File: config.mk
export PLATFORM = sky130hd
export DESIGN_NAME = cds420_merge
export DESIGN_NICKNAME = d
export VERILOG_FILES = /design/src/hdl/assert_macros.svh /design/src/hdl/cds420_pkg.sv /design/src/hdl/cds420_merge.sv
export SDC_FILE = /design/constraint.sdc
export NUM_CORES = 1
export LEC_CHECK = 0
export ABC_AREA = 1
export BUFFER_PORTS_ARGS = -buffer_cell sky130_fd_sc_hd__buf_2
export CAP_MARGIN = 20
export CORE_UTILIZATION = 46
export CTS_BUF_LIST = sky130_fd_sc_hd__clkbuf_4 sky130_fd_sc_hd__clkbuf_8
export DETAILED_ROUTE_END_ITERATION = 10
export GPL_TIMING_DRIVEN = 1
export PLACE_DENSITY = 0.84
export SLEW_MARGIN = 20
export SYNTH_ARGS = -nofsm -noshare
export SYNTH_HDL_FRONTEND = slang
export SYNTH_SLANG_ARGS = --single-unit
File: constraint.sdc
create_clock -name aclk -period 2.79 [get_ports aclk]
set_input_delay 0.279 -clock aclk [delete_from_list [all_inputs] [get_ports aclk]]
set_output_delay 0.279 -clock aclk [all_outputs]
set_load 0.01 [all_outputs]
File: src/hdl/assert_macros.svh
// Concurrent assertion helpers for the RTL.
`ifndef ASSERT_MACROS_SVH
`define ASSERT_MACROS_SVH

`ifndef NO_ASSERTIONS

`define ASSERT_IMPLY(label, clk, rstn, ante, cons) \
    label: assert property (@(posedge clk) disable iff (!(rstn)) (ante) |-> (cons)) \
        else $error("assertion failed");

`define ASSERT_NEXT(label, clk, rstn, ante, cons) \
    label: assert property (@(posedge clk) disable iff (!(rstn)) (ante) |=> (cons)) \
        else $error("assertion failed");

`else

`define ASSERT_IMPLY(label, clk, rstn, ante, cons)

`define ASSERT_NEXT(label, clk, rstn, ante, cons)

`endif

`endif

File: src/hdl/cds420_pkg.sv
package cds420_pkg;

    localparam int MAX_WIDTH   = 4096;
    localparam int MAX_HEIGHT  = 4096;
    localparam int DIM_W       = 13;
    localparam int COL_W       = $clog2(MAX_WIDTH);
    localparam int ROW_W       = $clog2(MAX_HEIGHT);
    localparam int STORE_DEPTH = MAX_WIDTH / 2;
    localparam int ADDR_W      = $clog2(STORE_DEPTH);
    localparam int GEO_W       = (DIM_W > $clog2(MAX_WIDTH) + 1) ? DIM_W
                                                                 : $clog2(MAX_WIDTH) + 1;
    localparam int MAX_W_EVEN  = MAX_WIDTH - (MAX_WIDTH % 2);
    localparam int MAX_H_EVEN  = MAX_HEIGHT - (MAX_HEIGHT % 2);

    localparam int SAMPLE_W    = 8;
    localparam int SUM_W       = SAMPLE_W + 1;
    localparam logic [SAMPLE_W-1:0] NEUTRAL = 8'h80;

    localparam int APB_ADDR_W  = 4;
    localparam int APB_DATA_W  = 32;

    localparam logic [1:0] FORMAT_RESET = 2'd1;
    localparam logic [DIM_W-1:0] WIDTH_RESET  = 13'd1920;
    localparam logic [DIM_W-1:0] HEIGHT_RESET = 13'd1080;

    typedef enum logic [1:0] {
        FMT_LUMA = 2'd0,
        FMT_420  = 2'd1,
        FMT_422  = 2'd2,
        FMT_444  = 2'd3
    } fmt_t;

    typedef enum logic [1:0] {
        REG_FORMAT = 2'd0,
        REG_WIDTH  = 2'd1,
        REG_HEIGHT = 2'd2
    } reg_idx_t;

    // per-request controls handed from the sequencer to both lanes
    typedef struct packed {
        fmt_t              fmt;
        logic              held_we;
        logic              mem_we;
        logic              mem_re;
        logic [ADDR_W-1:0] addr;
    } lane_ctl_t;

endpackage

File: src/hdl/cds420_merge.sv
module cds420_merge
    import cds420_pkg::*;
(
    input  logic                  aclk,
    input  logic                  aresetn,
    input  logic                  accept,
    input  logic                  emit,
    input  logic                  last,
    input  logic [SAMPLE_W-1:0]   cb_res,
    input  logic [SAMPLE_W-1:0]   cr_res,
    output logic                  pipe_ready,
    output logic                  m_tvalid,
    input  logic                  m_tready,
    output logic [2*SAMPLE_W-1:0] m_tdata,
    output logic                  m_tlast
);

    logic                  p1_valid_reg, p1_emit_reg, p1_last_reg;
    logic                  out_valid_reg;
    logic [2*SAMPLE_W-1:0] out_data_reg;
    logic                  out_last_reg;
    logic                  out_free;

    assign out_free   = !out_valid_reg || m_tready;
    // an item without a result just drops out of the first stage
    assign pipe_ready = !p1_valid_reg || !p1_emit_reg || out_free;

    always_ff @(posedge aclk) begin
        if (!aresetn) begin
            p1_valid_reg  <= 1'b0;
            p1_emit_reg   <= 1'b0;
            p1_last_reg   <= 1'b0;
            out_valid_reg <= 1'b0;
        end else begin
            if (pipe_ready) begin
                p1_valid_reg <= accept;
                p1_emit_reg  <= emit;
                p1_last_reg  <= last;
            end
            if (out_free)
                out_valid_reg <= p1_valid_reg && p1_emit_reg;
        end
    end

    always_ff @(posedge aclk) begin
        if (out_free && p1_valid_reg && p1_emit_reg) begin
            out_data_reg <= {cr_res, cb_res};
            out_last_reg <= p1_last_reg;
        end
    end

    assign m_tvalid = out_valid_reg;
    assign m_tdata  = out_data_reg;
    assign m_tlast  = out_last_reg;

endmodule

==> impl_results.md, run 1 <==
- Status: completed
- Final Hold Viols: 0
- Reg2reg setup slack: ~1.7 ns
- Clock transition at path regs: ~0.10 ns
- Final Cycle Share: 48.1%
- GRT Overall Usage: 16.1%
- Port bufs: 40
- First-pass GRT wire length: approximately 1600 um
- Sequential element share of the synthesized area: about 86%
- RSZ-0062 raised after global routing: false
- Vias: 466
- Maximum fanout along the worst path: 4
- Setup TNS: 0 ns
- Die footprint: 0.00164 mm2
- Worst-Margin Slew: about 0.21 ns
- Largest register FFs: 16
- Std-Cell Rows: 13
- Syn avg cell area: 16.7 um2
- Die width: just over 40 um
- Fin Hold WS: 0.164 ns
- Num CTS Buffers: 3
- Hpwl dp: 1010 um
- Cell count after synthesis: 41
- Critical path class: flip-flop to output pin
- Mapped Area: between 600 and 700 um2
- Switching Share: between 10% and 20%
- Clock Sinks: 21
- Starting Density: about half
- Worst slack, placed: between 1.5 and 2 ns
- DRT Pass-1 Iters: 2
- Max cap viols: 0
- H-tree Lvls: 1
- Detailed Route Iter0 Violations: 11
- Routed WL: between 1000 and 1500 um
- Crit path buf inv count: 2
- Post-CTS Resized: 0
- Layout area overhead: 37.5%
- Synth Register Bits: 21
- Initial antenna violation count: 0
- Syn nets: 63
- Clock group share of total power: a little over a quarter
- Clk_skew: 0.00496 ns
- Lkg Pwr: between 0.0004 and 0.0005 uW
- Arrival time at the worst endpoint: 1.06 ns
- CP Capture Type: output pin
- Crit-path cells: nand2_2 > nor2_4 > inv_1 > buf_2
- Crit path launch type: flip-flop
- Vias in the first global route: between 300 and 400
- R2r startpoint: p1_valid_reg
- CP top delay family: flip-flops
- Hold/Removal Path Class: input port to flip-flop
- Final min period: between 1 and 1.5 ns
- Hold_buf cts: 0
- Die Height: just over 40 um
- Slew HR: a little under nine tenths
- Int Pwr: 427 uW
- Drt drc: 0
- Worst skew pair latency: about 0.28 ns
- R2R Path End: m_tdata[15]
- Crit path from: m_tvalid
- Area after DPL: about 910 um2
- Clk Tree Root Cell: clkbuf_4
- Hold path depth: 1
- CP max stage cell: dfxtp_1
- Clock buffer depth: 2
- Final Setup Violations: 0
- Max-slew violation count: 0
- Antenna Nets Post-Route: 0
- Synth warn: 0
- Vias per Instance: between 4 and 5
- Gr ovfl total: 0
- Worst Path Required: 2.51 ns
- VDD IR-drop max: 357 uV
- Final instance area: about 940 um2
- Core box area: ~0.0013 mm2
- Largest net degree at the start of global routing: 18
- CTS tree: yes
- DR WL/cell: 11.8 um
- Hold EP: m_tdata[10]
- Cell variety after synth: 10
- Final GP Congestion: about 0.57
- Postcts setup bufs: 0
- Pwr Density: roughly 550 mW/mm2
- CP max stage delay: 0.38 ns
- Hold_sp: cr_res[2]
- Fill cell count: just over 90
- IO Count: 41
- Antenna cells: 0
- Max Fclk: around 0.74 GHz
- PnR Total Power: a little over 500 uW
- Psw: a little over 90 uW
- Sequential share of power: between 60 and 70%
- Worst R2R Path Depth: 3
- Layout cells sized above 1: about 57%
- Final nets: 109
- PnR worst setup slack: roughly 1.4 ns
- Comb pwr share: between 5 and 6%
[final cells by class]
| cell class | instances | area, um2 | share of cell area [%] |
|---|---|---|---|
| clock buffer | 4 | 30.0 | 3.20 |
| inverter | 6 | 22.5 | 2.40 |
| multi-input combinational | 14 | 70.1 | 7.46 |
| sequential | 21 | 591 | 62.8 |
| tap | 15 | 18.8 | 2.00 |
| timing repair buffer | 41 | 208 | 22.1 |
[through the flow]
| stage | util [%] | cells |
|---|---|---|
| 2_1_floorplan | - | 41 |
| 3_3_place_gp | 68.2 | 97 |
| 3_5_place_dp | 68.2 | 97 |
| 4_1_cts | 70.5 | 101 |
| 5_1_grt | 70.5 | 101 |
| 6_report | 70.5 | 101 |
[cell families after synthesis]
| group | synth area share, % |
|---|---|
| compound gates | 0.732 |
| simple gates | 9.52 |
| flops | 86.4 |
| buf+inv | 3.30 |
[power by group through the flow]
| stage | clock, uW | combinational (uW) | sequential, uW |
|---|---|---|---|
| 3_3_place_gp | 0 | 29.1 | 355 |
| 4_1_cts | 144 | 30.8 | 349 |
| 3_5_place_dp | 0 | 30.7 | 356 |
| 6_report | 141 | 30.1 | 348 |
| 5_1_grt | 155 | 34.2 | 349 |
| 2_1_floorplan | 0 | 6.99 | 358 |
[routing by layer]
| metal | track usage [%] | routed length, um |
|---|---|---|
| met4 | 2.50 | 0 |
| met3 | 3.89 | 148 |
| met2 | 29.8 | 567 |
| met5 | 0 | 0 |
| met1 | 19.0 | 475 |
[cell usage after synthesis]
cell	count	area share, %
edfxtp_1	17	75
nor2_2	1	0.92
inv_1	6	3.3
nor2_1	7	3.8
nor2_4	1	1.6
nand2_1	1	0.55
a21oi_1	1	0.73
dfxtp_1	4	12
nand2_2	2	1.8
nand3_1	1	0.73
[worst max-delay path by stage]
stage                       endpoint  slack, ns  depth (start not counted)
after floorplan           m_tdata[0]       1.22                          3
after global placement    pipe_ready       1.71                          6
after detailed placement  pipe_ready       1.69                          6
after CTS                 pipe_ready       1.43                          4
after global routing      pipe_ready       1.38                          4
final                     pipe_ready       1.45                          4
[cells in the final DEF, fill, tap and decap left out]
master	synthesis	layout
buf_2	0	40
edfxtp_1	17	17
nor2_1	7	7
inv_1	6	6
clkbuf_4	0	4
dfxtp_1	4	4
nand2_2	2	2
nor2_4	1	1
nor2_2	1	1
nand3_1	1	1
nand2_1	1	1
a21oi_1	1	1
buf_4	0	1
No activity file was read; power rests on OpenSTA's default activity.
==> run 2: changes to the inputs <==
- CORE_UTILIZATION: 46 -> 43
- PLACE_DENSITY: 0.84 -> 0.8
- clock period: 2.79 -> 1.4 ns (I/O delays scaled with it)
==> impl_results.md, run 2 (same netlist as run 1, synthesis figures left out) <==
- Status: completed
- Clk_skew: slightly below 0.007 ns
- Final Cycle Share: 86.8%
- Starting Density: between 40% and 50%
- Worst R2R Path Depth: 4
- Max-slew violation count: 0
- Drt drc: 0
- DRT Pass-1 Iters: 4
- Worst skew pair latency: 0.29 ns
- Final Setup Violations: 0
- Vias per Instance: around 4.4
- DR WL/cell: slightly above 10 um
- Gr ovfl total: 0
- Crit path from: m_tvalid
- VDD IR-drop max: between 500 and 600 uV
- Clock Sinks: 21
- Pwr Density: slightly below 1000 mW/mm2
- Max cap viols: 0
- Final nets: 121
- Std-Cell Rows: 14
- Largest register FFs: 16
- First-pass GRT wire length: 1530 um
- Vias: 498
- Arrival time at the worst endpoint: about 1.1 ns
- Maximum fanout along the worst path: 4
- Most common cell after layout, fill and taps aside: buf_2
- Setup TNS: 0 ns
- R2R Path End: m_tdata[2]
- Clk Tree Root Cell: clkbuf_4
- H-tree Lvls: 1
- Lkg Pwr: 0.000466 uW
- Largest net degree at the start of global routing: 18
- Clock transition at path regs: approximately 0.11 ns
- R2r startpoint: m_tvalid
- Final Hold Viols: 0
- Max Fclk: slightly above 0.8 GHz
- Hpwl dp: 776 um
- Core box area: roughly 0.0015 mm2
- Antenna cells: 0
- Final min period: ~1.2 ns
- Routed WL: 1160 um
- Die Height: between 40 and 50 um
- RSZ-0062 raised after global routing: false
- Die footprint: ~0.0018 mm2
- Slew HR: around 86%
- CP Capture Type: output pin
- Worst-Margin Slew: roughly 0.21 ns
- Die width: 41.9 um
- Layout area overhead: 55.3%
- Post-CTS Resized: 0
- Critical path class: flip-flop to output pin
- Detailed Route Iter0 Violations: 4
- GRT Overall Usage: a little under an eighth
- Most frequent cells in the layout: buf_2 (40), edfxtp_1 (17), dlygate4sd3_1 (12), inv_1 (6), nor2_1 (6)
- Num CTS Buffers: 3
- Fill cell count: 104
- IO Count: between 40 and 50
- Clock buffer depth: 2
- Crit path launch type: flip-flop
- Port bufs: 40
- CTS tree: yes
- Reg2reg setup slack: approximately 0.30 ns
- Layout cells sized above 1: 51.0%
- Worst Setup EP: pipe_ready
- Final GP Congestion: ~0.63
- Core Util, Final: between 70% and 80%
- Hold/Removal Path Class: input port to flip-flop
- Worst Path Required: 1.26 ns
- Initial antenna violation count: 0
- Vias in the first global route: around 400
- Postcts setup bufs: 0
- Antenna Nets Post-Route: 0
## run 2: worst min path at each step
stage,cells past startpoint,end,startpoint
5_1_grt,1,m_tdata[3],cb_res[3]
4_1_cts,1,m_tdata[5],cb_res[5]
2_1_floorplan,0,m_tdata[0],cb_res[0]
3_5_place_dp,1,m_tdata[15],cr_res[7]
3_3_place_gp,1,m_tdata[5],cb_res[5]
6_report,1,m_tdata[0],cb_res[0]
## run 2: timing repair
item / in CTS / in global routing
setup endpoints to repair: 0 / 0
hold buffers: 0 / 12
endpoints found under the hold margin: 0 / 12
## run 2: layout make-up
type                       count  area, um2  share of cell area, %
multi-input combinational     14       72.6                   6.84
clock buffer                   3       22.5                   2.12
timing repair buffer          53        328                   30.9
inverter                       6       22.5                   2.12
tap                           16       20.0                   1.89
sequential                    21        591                   55.7
clock inverter                 1       5.00                  0.472
## run 2: power by group
group          switching (uW)  internal, uW
clock                     161           106
sequential               4.05           690
combinational            32.5          53.8
## run 2: routing by layer
| layer | GRT usage, % | part of all wire, % |
|---|---|---|
| met1 | 12.5 | 39 |
| met2 | 19.7 | 47 |
| met3 | 6.09 | 13 |
| met4 | 5.81 | 1.6 |
| met5 | 0 | 0 |
## run 2: critical path: stages, from the launching register on
cell	delay, ns
dfxtp_1	0.39
nand2_2	0.09
nor2_4	0.13
inv_1	0.05
buf_2	0.13
## run 2: through the flow
step	area (um2)	instances	hold WS [ns]	setup slack (ns)	total power, uW
after floorplan	686	41	0.239	0.111	728
after global placement	913	98	0.317	0.358	766
after detailed placement	913	98	0.318	0.330	768
after CTS	941	102	0.0114	0.182	1030
after global routing	1060	114	0.00119	0.117	1110
final	1060	114	0.0263	0.184	1050
==> run 3: changes to the inputs <==
- BUFFER_PORTS_ARGS: -buffer_cell sky130_fd_sc_hd__buf_2 -> not set
- CORE_AREA: not set -> 2 2 39 41
- CORE_UTILIZATION: 43 -> not set
- DIE_AREA: not set -> 0 0 41 43
- DONT_BUFFER_PORTS: not set -> 1
- PLACE_DENSITY: 0.8 -> 0.66
==> impl_results.md, run 3 (same netlist as run 1, synthesis figures left out) <==
- Starting Density: about half
- Lkg Pwr: ~0.00035 uW
- Worst slack, placed: between 0.2 and 0.3 ns
- Final Hold Viols: 0
- Clock transition at path regs: around 0.1 ns
- Vias: ~400
- Fin cells: a little over 80
- CP max stage cell: dfxtp_1
- Arrival time at the worst endpoint: between 1 and 1.5 ns
- Drt drc: 0
- H-tree Lvls: 1
- Area after DPL: approximately 730 um2
- Die Height: roughly 43 um
- Antenna cells: 0
- CP max stage delay: between 0.4 and 0.5 ns
- IO Count: 41
- Final Cycle Share: between 80% and 90%
- Reg area: just under 600 um2
- Area of the multi-input gates: approximately 73 um2
- Vias in the first global route: between 400 and 500
- Initial antenna violation count: 0
- Gr ovfl total: 0
- Most frequent cells in the layout: dlygate4sd3_1 (20), edfxtp_1 (17), inv_1 (6), nor2_1 (6)
- Max cap viols: 0
- Max-slew violation count: 0
- Crit path launch type: flip-flop
- Core box area: between 0.001 and 0.0015 mm2
- Pwr Density: around 1100 mW/mm2
- Final instance area: around 960 um2
- Final Setup Violations: 0
- VDD IR-drop max: about 620 uV
- Critical path class: flip-flop to output pin
- Detailed Route Iter0 Violations: 7
- Final min period: between 1 and 1.5 ns
- Max Fclk: 0.835 GHz
- DP Cell Count: slightly below 60
- Port bufs: 0
- Met1 WL: 457 um
- Slew HR: between 80 and 90%
- Clk Tree Root Cell: clkbuf_4
- Largest net degree at the start of global routing: 18
- Final GP Congestion: just over 0.7
- Layout area overhead: 39.9%
- Std-Cell Rows: 14
- Int Pwr: between 800 and 900 uW
- Die width: slightly above 40 um
- Maximum fanout along the worst path: 4
- Routed WL: 1210 um
- Psw: roughly 190 uW
- Layout cells sized above 1: about 15%
- Crit path buf inv count: 1
- Clock Sinks: 21
- Die footprint: roughly 0.0018 mm2
- CTS tree: yes
- CP top delay family: flip-flops
- Clock group share of total power: a little over a quarter
- DRT Pass-1 Iters: 4
- First-pass GRT wire length: between 1500 and 2000 um
- GRT Overall Usage: roughly 15%
- Crit-path cells: nand2_2 > nor2_4 > inv_1
- Sequential share of power: between 60% and 70%
- Status: completed
- Max Used Layer: met4
- Largest register FFs: 16
- Fill cell count: slightly below 100
- Clk_skew: 0.00297 ns
- Worst skew pair latency: slightly below 0.3 ns
- Met2 routed WL: 653 um
- Hpwl dp: approximately 800 um
- Num CTS Buffers: 3
- CP Capture Type: output pin
- Comb pwr share: 6.3%
- RSZ-0062 raised after global routing: false
- Most common cell after layout, fill and taps aside: dlygate4sd3_1
- Vias per Instance: just under 5
- Post-CTS Resized: 0
- Clock buffer depth: 2
- Setup TNS: 0 ns
- PnR worst setup slack: approximately 0.20 ns
- Worst-Margin Slew: about 0.21 ns
- Hold/Removal Path Class: input port to flip-flop
- Switching Share: between 10% and 20%
- Antenna Nets Post-Route: 0
- Worst Path Required: 1.26 ns
- DR WL/cell: between 10 and 15 um
- Final nets: 89
- Postcts setup bufs: 0
- Wire length on met3: 97 um
==> run 3: cell count changes in the layout (fill, tap and decap cells not counted) <==
cell           delta
dlygate4sd3_1     +8
clkbuf_4          +1
buf_2            -40
clkinv_2          -1
buf_4             -1
buf_12            +1
==> run 3: area by class of cell <==
type / count / share of cell area (%)
flip-flops and latches: 21 / 61.8
repair buffers: 21 / 23.0
multi-input cells: 14 / 7.59
clock buffers: 4 / 3.14
inverters: 6 / 2.36
well taps: 16 / 2.09
==> run 3: final timing paths <==
check | start | end | slack [ns] | cells past startpoint
worst max-delay path | m_tvalid | pipe_ready | 0.20 | 3
worst min-delay path | m_tready | m_tvalid | 0.07 | 3
worst max register to register | m_tvalid | m_tdata[1] | 0.27 | 4
worst min register to register | p1_last_reg | m_tlast | 0.46 | 0
==> run 3: power by group through the flow <==
stage                     combinational (uW)  clock (uW)  sequential [uW]
after floorplan                         14.3           0              714
after global placement                  19.0           0              715
after detailed placement                20.9           0              716
after CTS                               66.4         301              701
after global routing                    71.2         330              703
final                                   66.7         289              701
==> run 3: metrics by stage <==
stage	total power (uW)	hold slack (ns)	utilization [%]
floorplan	728	0.239	-
global placement	734	0.239	52.4
detailed placement	737	0.239	52.4
CTS	1070	0.0645	69.1
global route	1100	0.0811	69.1
finish	1060	0.0733	69.1
==> run 3: what timing repair did <==
action                                  4_1_cts  5_1_grt
endpoints found under the setup margin        0        0
hold endpoints to repair                     20        0
hold buffers                                 20        0
==> run 3: worst min-delay path, stage by stage <==
cell and delay, ns:
inv_1 0.03, nand2_2 0.08, a21oi_1 0.07
==> run 3: layer usage <==
layer	vias up	track usage, %
li1	186	-
met1	182	13.2
met2	24	26.3
met3	2	4.19
met4	0	8.00
met5	-	0
