[config.mk]
export PLATFORM = sky130hd
export DESIGN_NAME = cds420_ctrl
export DESIGN_NICKNAME = d
export VERILOG_FILES = /design/src/hdl/assert_macros.svh /design/src/hdl/cds420_pkg.sv /design/src/hdl/cds420_ctrl.sv
export SDC_FILE = /design/constraint.sdc
export NUM_CORES = 1
export LEC_CHECK = 0
export BUFFER_PORTS_ARGS = -buffer_cell sky130_fd_sc_hd__buf_4
export CORE_MARGIN = 2
export CORE_UTILIZATION = 46
export DETAILED_ROUTE_END_ITERATION = 10
export PLACE_DENSITY = 0.71
export SLEW_MARGIN = 20
export SYNTH_ARGS = -nofsm -noshare
export SYNTH_HDL_FRONTEND = slang
export SYNTH_SLANG_ARGS = --single-unit
export TNS_END_PERCENT = 100
[constraint.sdc]
create_clock -name aclk -period 5.3 [get_ports aclk]
set_clock_uncertainty 0.05 [all_clocks]
set_input_delay 0.53 -clock aclk [delete_from_list [all_inputs] [get_ports aclk]]
set_output_delay 0.53 -clock aclk [all_outputs]
set_load 0.1 [all_outputs]
[src/hdl/assert_macros.svh]
// Concurrent assertion helpers for the RTL.
`ifndef ASSERT_MACROS_SVH
`define ASSERT_MACROS_SVH

`ifndef NO_ASSERTIONS

`define ASSERT_IMPLY(label, clk, rstn, ante, cons) \
    label: assert property (@(posedge clk) disable iff (!(rstn)) (ante) |-> (cons)) \
        else $error("assertion failed");

`define ASSERT_NEXT(label, clk, rstn, ante, cons) \
    label: assert property (@(posedge clk) disable iff (!(rstn)) (ante) |=> (cons)) \
        else $error("assertion failed");

`else

`define ASSERT_IMPLY(label, clk, rstn, ante, cons)

`define ASSERT_NEXT(label, clk, rstn, ante, cons)

`endif

`endif

[src/hdl/cds420_pkg.sv]
package cds420_pkg;

    localparam int MAX_WIDTH   = 4096;
    localparam int MAX_HEIGHT  = 4096;
    localparam int DIM_W       = 13;
    localparam int COL_W       = $clog2(MAX_WIDTH);
    localparam int ROW_W       = $clog2(MAX_HEIGHT);
    localparam int STORE_DEPTH = MAX_WIDTH / 2;
    localparam int ADDR_W      = $clog2(STORE_DEPTH);
    localparam int GEO_W       = (DIM_W > $clog2(MAX_WIDTH) + 1) ? DIM_W
                                                                 : $clog2(MAX_WIDTH) + 1;
    localparam int MAX_W_EVEN  = MAX_WIDTH - (MAX_WIDTH % 2);
    localparam int MAX_H_EVEN  = MAX_HEIGHT - (MAX_HEIGHT % 2);

    localparam int SAMPLE_W    = 8;
    localparam int SUM_W       = SAMPLE_W + 1;
    localparam logic [SAMPLE_W-1:0] NEUTRAL = 8'h80;

    localparam int APB_ADDR_W  = 4;
    localparam int APB_DATA_W  = 32;

    localparam logic [1:0] FORMAT_RESET = 2'd1;
    localparam logic [DIM_W-1:0] WIDTH_RESET  = 13'd1920;
    localparam logic [DIM_W-1:0] HEIGHT_RESET = 13'd1080;

    typedef enum logic [1:0] {
        FMT_LUMA = 2'd0,
        FMT_420  = 2'd1,
        FMT_422  = 2'd2,
        FMT_444  = 2'd3
    } fmt_t;

    typedef enum logic [1:0] {
        REG_FORMAT = 2'd0,
        REG_WIDTH  = 2'd1,
        REG_HEIGHT = 2'd2
    } reg_idx_t;

    // per-request controls handed from the sequencer to both lanes
    typedef struct packed {
        fmt_t              fmt;
        logic              held_we;
        logic              mem_we;
        logic              mem_re;
        logic [ADDR_W-1:0] addr;
    } lane_ctl_t;

endpackage

[src/hdl/cds420_ctrl.sv]
module cds420_ctrl
    import cds420_pkg::*;
(
    input  logic                  aclk,
    input  logic                  aresetn,
    input  logic                  psel,
    input  logic                  penable,
    input  logic                  pwrite,
    input  logic [APB_ADDR_W-1:0] paddr,
    input  logic [APB_DATA_W-1:0] pwdata,
    output logic [APB_DATA_W-1:0] prdata,
    input  logic                  accept,
    output lane_ctl_t             lane_ctl,
    output logic                  emit,
    output logic                  last
);

    fmt_t             fmt_reg;
    logic [DIM_W-1:0] width_reg;
    logic [DIM_W-1:0] height_reg;
    logic [COL_W-1:0] col_reg, col_next;
    logic [ROW_W-1:0] row_reg, row_next;

    logic             cfg_wr;
    logic [1:0]       reg_idx;
    logic [GEO_W-1:0] w_even, h_even, w_clamp, h_clamp;
    logic [GEO_W-1:0] cols, rows;
    logic [COL_W-1:0] col_eff;
    logic [ROW_W-1:0] row_eff;
    logic             last_col, last_row, odd_col, odd_row;

    assign cfg_wr  = psel && penable && pwrite;
    assign reg_idx = paddr[3:2];

    always_comb begin
        case (reg_idx)
            REG_FORMAT: prdata = {{(APB_DATA_W-2){1'b0}}, fmt_reg};
            REG_WIDTH:  prdata = {{(APB_DATA_W-DIM_W){1'b0}}, width_reg};
            REG_HEIGHT: prdata = {{(APB_DATA_W-DIM_W){1'b0}}, height_reg};
            default:    prdata = '0;
        endcase
    end

    // frame geometry: drop the low bit, clamp into 2 .. max
    always_comb begin
        w_even = GEO_W'({width_reg[DIM_W-1:1], 1'b0});
        h_even = GEO_W'({height_reg[DIM_W-1:1], 1'b0});
        if (w_even < GEO_W'(2))
            w_clamp = GEO_W'(2);
        else if (w_even > GEO_W'(MAX_W_EVEN))
            w_clamp = GEO_W'(MAX_W_EVEN);
        else
            w_clamp = w_even;
        if (h_even < GEO_W'(2))
            h_clamp = GEO_W'(2);
        else if (h_even > GEO_W'(MAX_H_EVEN))
            h_clamp = GEO_W'(MAX_H_EVEN);
        else
            h_clamp = h_even;
        cols = (fmt_reg == FMT_444) ? w_clamp : (w_clamp >> 1);
        rows = (fmt_reg == FMT_422 || fmt_reg == FMT_444) ? h_clamp : (h_clamp >> 1);
    end

    always_comb begin
        col_eff  = (GEO_W'(col_reg) >= cols) ? '0 : col_reg;
        row_eff  = (GEO_W'(row_reg) >= rows) ? '0 : row_reg;
        last_col = (GEO_W'(col_eff) == cols - GEO_W'(1));
        last_row = (GEO_W'(row_eff) == rows - GEO_W'(1));
        odd_col  = col_eff[0];
        odd_row  = row_eff[0];
        last     = last_col && last_row;

        if (last_col) begin
            col_next = '0;
            row_next = last_row ? '0 : row_eff + ROW_W'(1);
        end else begin
            col_next = col_eff + COL_W'(1);
            row_next = row_eff;
        end

        lane_ctl.fmt     = fmt_reg;
        lane_ctl.held_we = 1'b0;
        lane_ctl.mem_we  = 1'b0;
        lane_ctl.mem_re  = 1'b0;
        lane_ctl.addr    = col_eff[ADDR_W-1:0];
        emit             = 1'b0;
        case (fmt_reg)
            FMT_LUMA, FMT_420: begin
                emit = 1'b1;
            end
            FMT_422: begin
                lane_ctl.mem_we = !odd_row;
                lane_ctl.mem_re = odd_row;
                emit            = odd_row;
            end
            FMT_444: begin
                // horizontal pair sums share one store entry
                lane_ctl.addr    = col_eff[COL_W-1:1];
                lane_ctl.held_we = !odd_col;
                lane_ctl.mem_we  = odd_col && !odd_row;
                lane_ctl.mem_re  = odd_col && odd_row;
                emit             = odd_col && odd_row;
            end
            default: begin
                emit = 1'b0;
            end
        endcase
    end

    always_ff @(posedge aclk) begin
        if (!aresetn) begin
            fmt_reg    <= fmt_t'(FORMAT_RESET);
            width_reg  <= WIDTH_RESET;
            height_reg <= HEIGHT_RESET;
            col_reg    <= '0;
            row_reg    <= '0;
        end else if (cfg_wr) begin
            case (reg_idx)
                REG_FORMAT: begin
                    fmt_reg <= fmt_t'(pwdata[1:0]);
                    col_reg <= '0;
                    row_reg <= '0;
                end
                REG_WIDTH: begin
                    width_reg <= pwdata[DIM_W-1:0];
                    col_reg   <= '0;
                    row_reg   <= '0;
                end
                REG_HEIGHT: begin
                    height_reg <= pwdata[DIM_W-1:0];
                    col_reg    <= '0;
                    row_reg    <= '0;
                end
                default: begin
                    col_reg <= col_reg;
                end
            endcase
        end else if (accept) begin
            col_reg <= col_next;
            row_reg <= row_next;
        end
    end

endmodule

==> results of run 1 <==
[worst min-delay path by stage]
stage | endpoint | cells past startpoint | from
floorplan | width_reg[0]$_SDFFE_PN0P_ | 2 | width_reg[0]$_SDFFE_PN0P_
global placement | height_reg[0]$_SDFFE_PN0P_ | 2 | height_reg[0]$_SDFFE_PN0P_
detailed placement | height_reg[0]$_SDFFE_PN0P_ | 2 | height_reg[0]$_SDFFE_PN0P_
CTS | width_reg[9]$_SDFFE_PN1P_ | 3 | pwdata[9]
global route | width_reg[9]$_SDFFE_PN1P_ | 3 | pwdata[9]
finish | width_reg[7]$_SDFFE_PN1P_ | 3 | pwdata[7]
[power by group through the flow]
stage / clock network (mW) / logic (mW) / registers [mW]
6_report: 0.364 / 0.246 / 0.402
3_3_place_gp: 0 / 0.239 / 0.411
3_5_place_dp: 0 / 0.240 / 0.411
5_1_grt: 0.380 / 0.260 / 0.403
2_1_floorplan: 0 / 0.201 / 0.408
4_1_cts: 0.366 / 0.241 / 0.401
[worst register-to-register path, cell delays in order, from the launching register on]
cell and delay, ns:
dfxtp_1 0.33, or4_4 0.60, o41a_4 0.43, a21oi_1 0.19, inv_1 0.06, ha_1 0.17, a211oi_1 0.23, nor2_1 0.11
a2111oi_4 0.39, a21o_2 0.27, buf_4 0.15, a211oi_1 0.10, mux2_1 0.30, and4b_1 0.31, and4_1 0.33, nor3_1 0.12
and4_1 0.21, a211o_1 0.26
[routing by layer]
metal / track usage, % / share of wire (%) / vias to the layer above
met4: 6.667 / 1.5 / 0
met5: 0 / 0 / -
met1: 34.91 / 44 / 2796
met3: 3.879 / 6.6 / 24
met2: 43.15 / 48 / 230
li1: - / - / 2949
[timing repair]
item / 4_1_cts / 5_1_grt
gates resized for setup: 4 / 15
setup endpoints to repair: 1 / 3
buffers inserted: 0 / 7
pin swaps: 1 / 6
[cells in the final DEF (no fill, tap or decap), types with 9 or more instances in the layout]
master    instances
inv_1            22
o211ai_1         11
a22o_1           12
dfxtp_1          49
a211oi_1         15
ha_1             26
nand4_1          16
nor3_1           16
nor2_1           55
mux2i_1          12
a21oi_1          56
or2_2             9
o21ai_0          18
buf_4            86
nor2b_1          10
a21o_1            9
conb_1           19
and3_1           15
nand2_1         132
nand3_1          41
nand2b_1         10
a22oi_1          11
a31oi_1          11
[cells by family after synthesis]
group	Yosys count	share of synthesized area (%)
mux	19	3.592
other cells	1	0.06772
fa+ha+maj	27	6.100
buf+inv	104	8.744
xor+xnor	10	1.717
compound gates	219	28.38
simple gates	361	32.60
flops	52	18.80
[per-stage QoR]
step / util (%) / setup TNS, ns
4_1_cts: 52.51 / 0
6_report: 53.83 / 0
5_1_grt: 53.83 / -0.02360
2_1_floorplan: - / 0
3_3_place_gp: 50.99 / 0
3_5_place_dp: 50.99 / 0
[layout make-up]
| class | count | area share, % |
|---|---|---|
| Inverter | 24 | 1.411 |
| Clock buffer | 6 | 2.352 |
| Multi-Input combinational cell | 655 | 66.00 |
| Sequential cell | 52 | 16.44 |
| Clock inverter | 2 | 0.1960 |
| Tap cell | 147 | 2.881 |
| Timing Repair Buffer | 88 | 10.72 |
==> flow_metrics.py, run 1 <==
metrics = {
    "status": {
        "status": "finished clean",
    },
    "critical_path": {
        "crit_top_cell": "and3_1",
        "slowest_stage": "or4_4",
        "crit_end": "last",
        "r2r-end": "row_reg[7]$_SDFFE_PN0P_",
        "crit_buf_inv": 1,
        "worst-path-stages": 14,
        "critPathLaunch": "height_reg[1]$_SDFFE_PN0P_",
        "critPathKind": "flip-flop to primary output",
        "arrival_ns": 4.55,
        "critPathMaxFanout": 6,
        "crit_family": "simple AND/OR/NAND/NOR gates",
        "ff2ff_setup_slack_ns": 0.59,
        "r2r_cells": 17,
        "cpPeakStageDelay_ns": 0.61,
        "end_kind": "primary output",
        "required_ns": 4.72,
        "crit_chain": "or4_4 > o31ai_4 > o21ai_1 > ha_1 > and4_1 > and2_1 > nand4b_1 > and3_1 > and3_1 > nor3_2 > nand3_1 > or3b_4 > nor4_4 > buf_6",
        "start_kind": "flip-flop",
        "worstReg2RegStart": "width_reg[3]$_SDFFE_PN0P_",
    },
    "sta": {
        "setup-violations-final": 0,
        "setup_slack_ns": 0.1690,
        "fin_crit_sh_pct": 96.81,
        "whs_ns": 0.3945,
        "finalCriticalPeriod_ns": 5.131,
        "fmax_ghz": 0.1949,
        "finalMaxSlewViolations": 0,
        "hold_viol": 0,
        "tightestPinTransition_ns": 1.081,
        "relSlewSlack_pct": 27.78,
    },
    "global_route": {
        "grt_pass1_vias": 5303,
        "gr-total-overflow": 0,
        "grt_pass1_wl_microns": 27080,
        "grt_use_total_pct": 25.80,
        "grt_max_degree": 47,
        "antenna_found_initial": 0,
    },
    "finish": {
        "final_layout_size_suffix_gt1_share_pct": 18.26,
        "seq_area_sq_um": 1050,
        "fill_cells": 1169,
        "fin_cells": 974,
        "multi_input_area_sq_um": 4214,
        "area_growth_pct": 15.30,
        "antenna_cells": 0,
        "final_cell_area_sq_um": 6385,
        "final_nets": 895,
    },
    "die": {
        "die_y_microns": 113.7,
        "io_pins": 92,
        "fp-row-count": 40,
        "die_area_sq_um": 12930,
        "coreArea_sq_um": 11860,
        "initial_core_util_pct": 46.69,
        "die_w_microns": 113.7,
    },
    "cts": {
        "cts_tree": "done",
        "cts_buffers": 5,
        "cts.clk_slew.worst_paths_ns": 0.07,
        "hold_buffers": 0,
        "clockRootBuffer": "clkbuf_16",
        "htree_levels": 2,
        "cts_sinks": 52,
        "clk_latency_ns": 0.31,
        "cts_buffer_depth": 2,
    },
    "routing": {
        "via_count": 5999,
        "drt_iter0_drc": 475,
        "drtPass1Iterations": 5,
        "drt-total-wl_microns": 16970,
        "wl_per_cell_microns": 17.42,
        "drc": 0,
        "ant_nets": 0,
        "avgViaCountPerCell": 6.159,
    },
    "logic_synthesis": {
        "yosysUniqueCellTypes": 83,
        "syn_avg_cell_area_sq_um": 6.983,
        "yosysTopAreaCell": "dfxtp_1",
        "ys_top_cells_by_count": "132 x nand2_1, 57 x a21oi_1, 55 x nor2_1, 52 x dfxtp_1, 51 x clkbuf_1",
        "ys_top_cells_by_area": "dfxtp_1 19%, nand2_1 8.9%, ha_1 6.1%, a21oi_1 5.2%, nor2_1 3.7%",
        "synth.yosys.warnings": 0,
        "synthArstFlopShare_pct": 0,
        "synth-seq-cells": 52,
        "synth_ff_type": "dfxtp_1",
        "netlist_instances": 793,
        "synth_edf_count": 0,
        "ys_seq_area_share_pct": 18.80,
        "synth_top_area_share_pct": 18.80,
        "syn_area_sq_um": 5538,
        "synth_most_common_cell": "nand2_1",
    },
    "place": {
        "pre_cts_ws_ns": 0.2228,
        "gp_congestion": 0.9167,
        "dp_cells": 959,
        "place_hpwl_microns": 12430,
        "dpl_cell_area_sq_um": 6048,
        "numPortBuffers": 51,
    },
    "power_and_ir_drop": {
        "finalPower_mw": 1.012,
        "clockPowerShare_pct": 36.0,
        "powerDensity_nw_per_um2": 158.5,
        "cellLeakagePower_nw": 2.661,
        "internal_power_mw": 0.6585,
        "p_comb_share_pct": 24.3,
        "peakVddDrop_v": 0.0001965,
        "switching_share_pct": 34.92,
        "power_frac_seq_pct": 39.7,
        "power_switching_mw": 0.3533,
    },
    "worst_hold_path": {
        "min_path_type": "input pin to flip-flop",
    },
    "flow_run": {
        "cap_violations": 0,
    },
}
No activity file was read; power rests on OpenSTA's default activity.
==> inputs of run 2 (changes only) <==
--- a/config.mk
+++ b/config.mk
@@ -5,11 +5,12 @@
 export SDC_FILE = /design/constraint.sdc
 export NUM_CORES = 1
 export LEC_CHECK = 0
+export ABC_CLOCK_PERIOD_IN_PS = 5300
 export BUFFER_PORTS_ARGS = -buffer_cell sky130_fd_sc_hd__buf_4
 export CORE_MARGIN = 2
-export CORE_UTILIZATION = 46
+export CORE_UTILIZATION = 45
 export DETAILED_ROUTE_END_ITERATION = 10
-export PLACE_DENSITY = 0.71
+export PLACE_DENSITY = 0.7
 export SLEW_MARGIN = 20
 export SYNTH_ARGS = -nofsm -noshare
 export SYNTH_HDL_FRONTEND = slang
==> run 2 against run 1 <==
  * Fmax up 1.2%
  * Cell count down 0.72%
  * Clock-buffer cell count decreased by 1
  * Routed wire length down 2.1%
  * First-iteration DRC count increased by 17%
  * Non-clock buffer count is 7 lower
  * Sequential share of layout area up 0.23 points
  * Critical endpoint unchanged
  * Largest cell class unchanged
  * Largest power group unchanged
  * Highest routed layer unchanged
==> flow_metrics.py, run 2 (synthesis gave the netlist of run 1 again) <==
metrics = {
    "status": {
        "status": "finished clean",
    },
    "die": {
        "die_w_microns": 114.9,
        "die_area_sq_um": 13210,
        "initial_core_util_pct": 46.10,
        "die_y_microns": 114.9,
        "coreArea_sq_um": 12010,
        "fp-row-count": 40,
        "io_pins": 92,
    },
    "power_and_ir_drop": {
        "clockPowerShare_pct": 36.2,
        "cellLeakagePower_nw": 2.620,
        "power_frac_seq_pct": 39.7,
        "peakVddDrop_v": 0.0001769,
        "internal_power_mw": 0.6369,
        "powerDensity_nw_per_um2": 161.1,
        "p_comb_share_pct": 24.1,
        "power_switching_mw": 0.3764,
        "switching_share_pct": 37.15,
    },
    "cts": {
        "cts.clk_slew.worst_paths_ns": 0.08,
        "htree_levels": 2,
        "post_cts_buffers": 0,
        "cts_sinks": 52,
        "cts_tree": "done",
        "cts_buffers": 5,
        "hold_buffers": 0,
        "clk_latency_ns": 0.31,
        "cts_buffer_depth": 2,
        "clockRootBuffer": "clkbuf_16",
    },
    "critical_path": {
        "crit_end": "last",
        "start_kind": "flip-flop",
        "required_ns": 4.72,
        "arrival_ns": 4.49,
        "ff2ff_setup_slack_ns": 0.49,
        "worstReg2RegStart": "width_reg[2]$_SDFFE_PN0P_",
        "critPathKind": "flip-flop to primary output",
        "r2r_cells": 17,
        "r2r-end": "row_reg[7]$_SDFFE_PN0P_",
        "end_kind": "primary output",
        "critPathMaxFanout": 10,
        "critPathLaunch": "height_reg[9]$_SDFFE_PN0P_",
    },
    "place": {
        "gp_congestion": 0.8718,
        "place_hpwl_microns": 12170,
        "numPortBuffers": 51,
        "pre_cts_ws_ns": 0.3163,
    },
    "routing": {
        "via_count": 5923,
        "drt_iter0_drc": 554,
        "avgViaCountPerCell": 6.125,
        "drtPass1Iterations": 5,
        "drt-total-wl_microns": 16600,
        "ant_nets": 0,
        "wl_per_cell_microns": 17.17,
        "drc": 0,
    },
    "global_route": {
        "grt_max_degree": 47,
        "grt_pass1_wl_microns": 26850,
        "gr-total-overflow": 0,
        "antenna_found_initial": 0,
        "grt_use_total_pct": 25.15,
        "grt_pass1_vias": 5250,
    },
    "sta": {
        "whs_ns": 0.3881,
        "fin_crit_sh_pct": 95.69,
        "finalCriticalPeriod_ns": 5.071,
        "relSlewSlack_pct": 30.01,
        "tightestPinTransition_ns": 1.043,
        "setup-violations-final": 0,
        "finalMaxSlewViolations": 0,
        "rsz0062_at_grt": "no",
        "fmax_ghz": 0.1972,
        "hold_viol": 0,
        "finalSetupTns_ns": 0,
        "setup_slack_ns": 0.2286,
    },
    "worst_hold_path": {
        "min_delay_path_depth": 3,
        "hp-start": "pwdata[10]",
        "min_path_type": "input pin to flip-flop",
    },
    "finish": {
        "mostFrequentLayoutCell": "nand2_1",
        "final_cell_mix": "132 x nand2_1, 80 x buf_4, 55 x nor2_1, 55 x a21oi_1, 50 x dfxtp_1",
        "final_nets": 888,
        "area_growth_pct": 13.58,
        "final_layout_size_suffix_gt1_share_pct": 17.56,
        "antenna_cells": 0,
    },
    "flow_run": {
        "cap_violations": 0,
    },
}
-- run 2: layer usage --
| layer | wire length (microns) | vias up | GRT usage (%) | share of wire [%] |
|---|---|---|---|---|
| met5 | 0 | - | 0 | 0 |
| li1 | - | 2931 | - | - |
| met3 | 1049 | 24 | 3.532 | 6.3 |
| met1 | 7802 | 2752 | 35.74 | 47 |
| met4 | 313 | 0 | 7.550 | 1.9 |
| met2 | 7438 | 216 | 39.53 | 45 |
-- run 2: how the worst min path moves through the flow --
stage                             endpoint  slack, ns
4_1_cts         width_reg[10]$_SDFFE_PN1P_       0.39
2_1_floorplan    width_reg[0]$_SDFFE_PN0P_       0.39
5_1_grt        height_reg[10]$_SDFFE_PN1P_       0.39
6_report        width_reg[10]$_SDFFE_PN1P_       0.39
3_3_place_gp    height_reg[0]$_SDFFE_PN0P_       0.40
3_5_place_dp    height_reg[0]$_SDFFE_PN0P_       0.40
-- run 2: layout make-up --
cell class | instances | area (sq um)
fillers | 1183 | 5722
multi-input cells | 655 | 4202
flip-flops and latches | 52 | 1049
inverters | 24 | 90.09
repair buffers | 81 | 611.8
clock inverters | 3 | 28.78
clock buffers | 5 | 125.1
well taps | 147 | 183.9
-- run 2: through the flow --
step	power [mW]	std cells	instance area (sq um)	util, %
2_1_floorplan	0.6094	811	5670	-
3_3_place_gp	0.6492	959	6048	50.35
3_5_place_dp	0.6500	959	6048	50.35
4_1_cts	1.007	967	6212	51.72
5_1_grt	1.044	967	6290	52.36
6_report	1.013	967	6290	52.36
-- run 2: worst max-delay path, cell delays in order, from the launching register on --
cell and delay, ns:
dfxtp_1 0.41, or4_4 0.59, o31ai_4 0.30, nand2_1 0.13, ha_1 0.30, and4_1 0.21
o211a_1 0.13, o31ai_2 0.30, o211a_4 0.30, o211ai_1 0.12, a22oi_1 0.23, nand3_1 0.11
or3b_4 0.44, nor4_4 0.35, buf_6 0.28
-- run 2: power groups by stage --
| stage | sequential, mW | clock [mW] | combinational, mW |
|---|---|---|---|
| 6_report | 0.402 | 0.367 | 0.244 |
| 5_1_grt | 0.403 | 0.383 | 0.258 |
| 4_1_cts | 0.402 | 0.365 | 0.240 |
| 3_5_place_dp | 0.411 | 0 | 0.239 |
| 3_3_place_gp | 0.411 | 0 | 0.238 |
| 2_1_floorplan | 0.408 | 0 | 0.201 |
-- run 2: repair_timing --
item	in CTS	in global routing
cloned	0	0
hold endpoints to repair	0	0
pin swaps	0	2
resized for setup	2	15
endpoints found under the setup margin	1	7
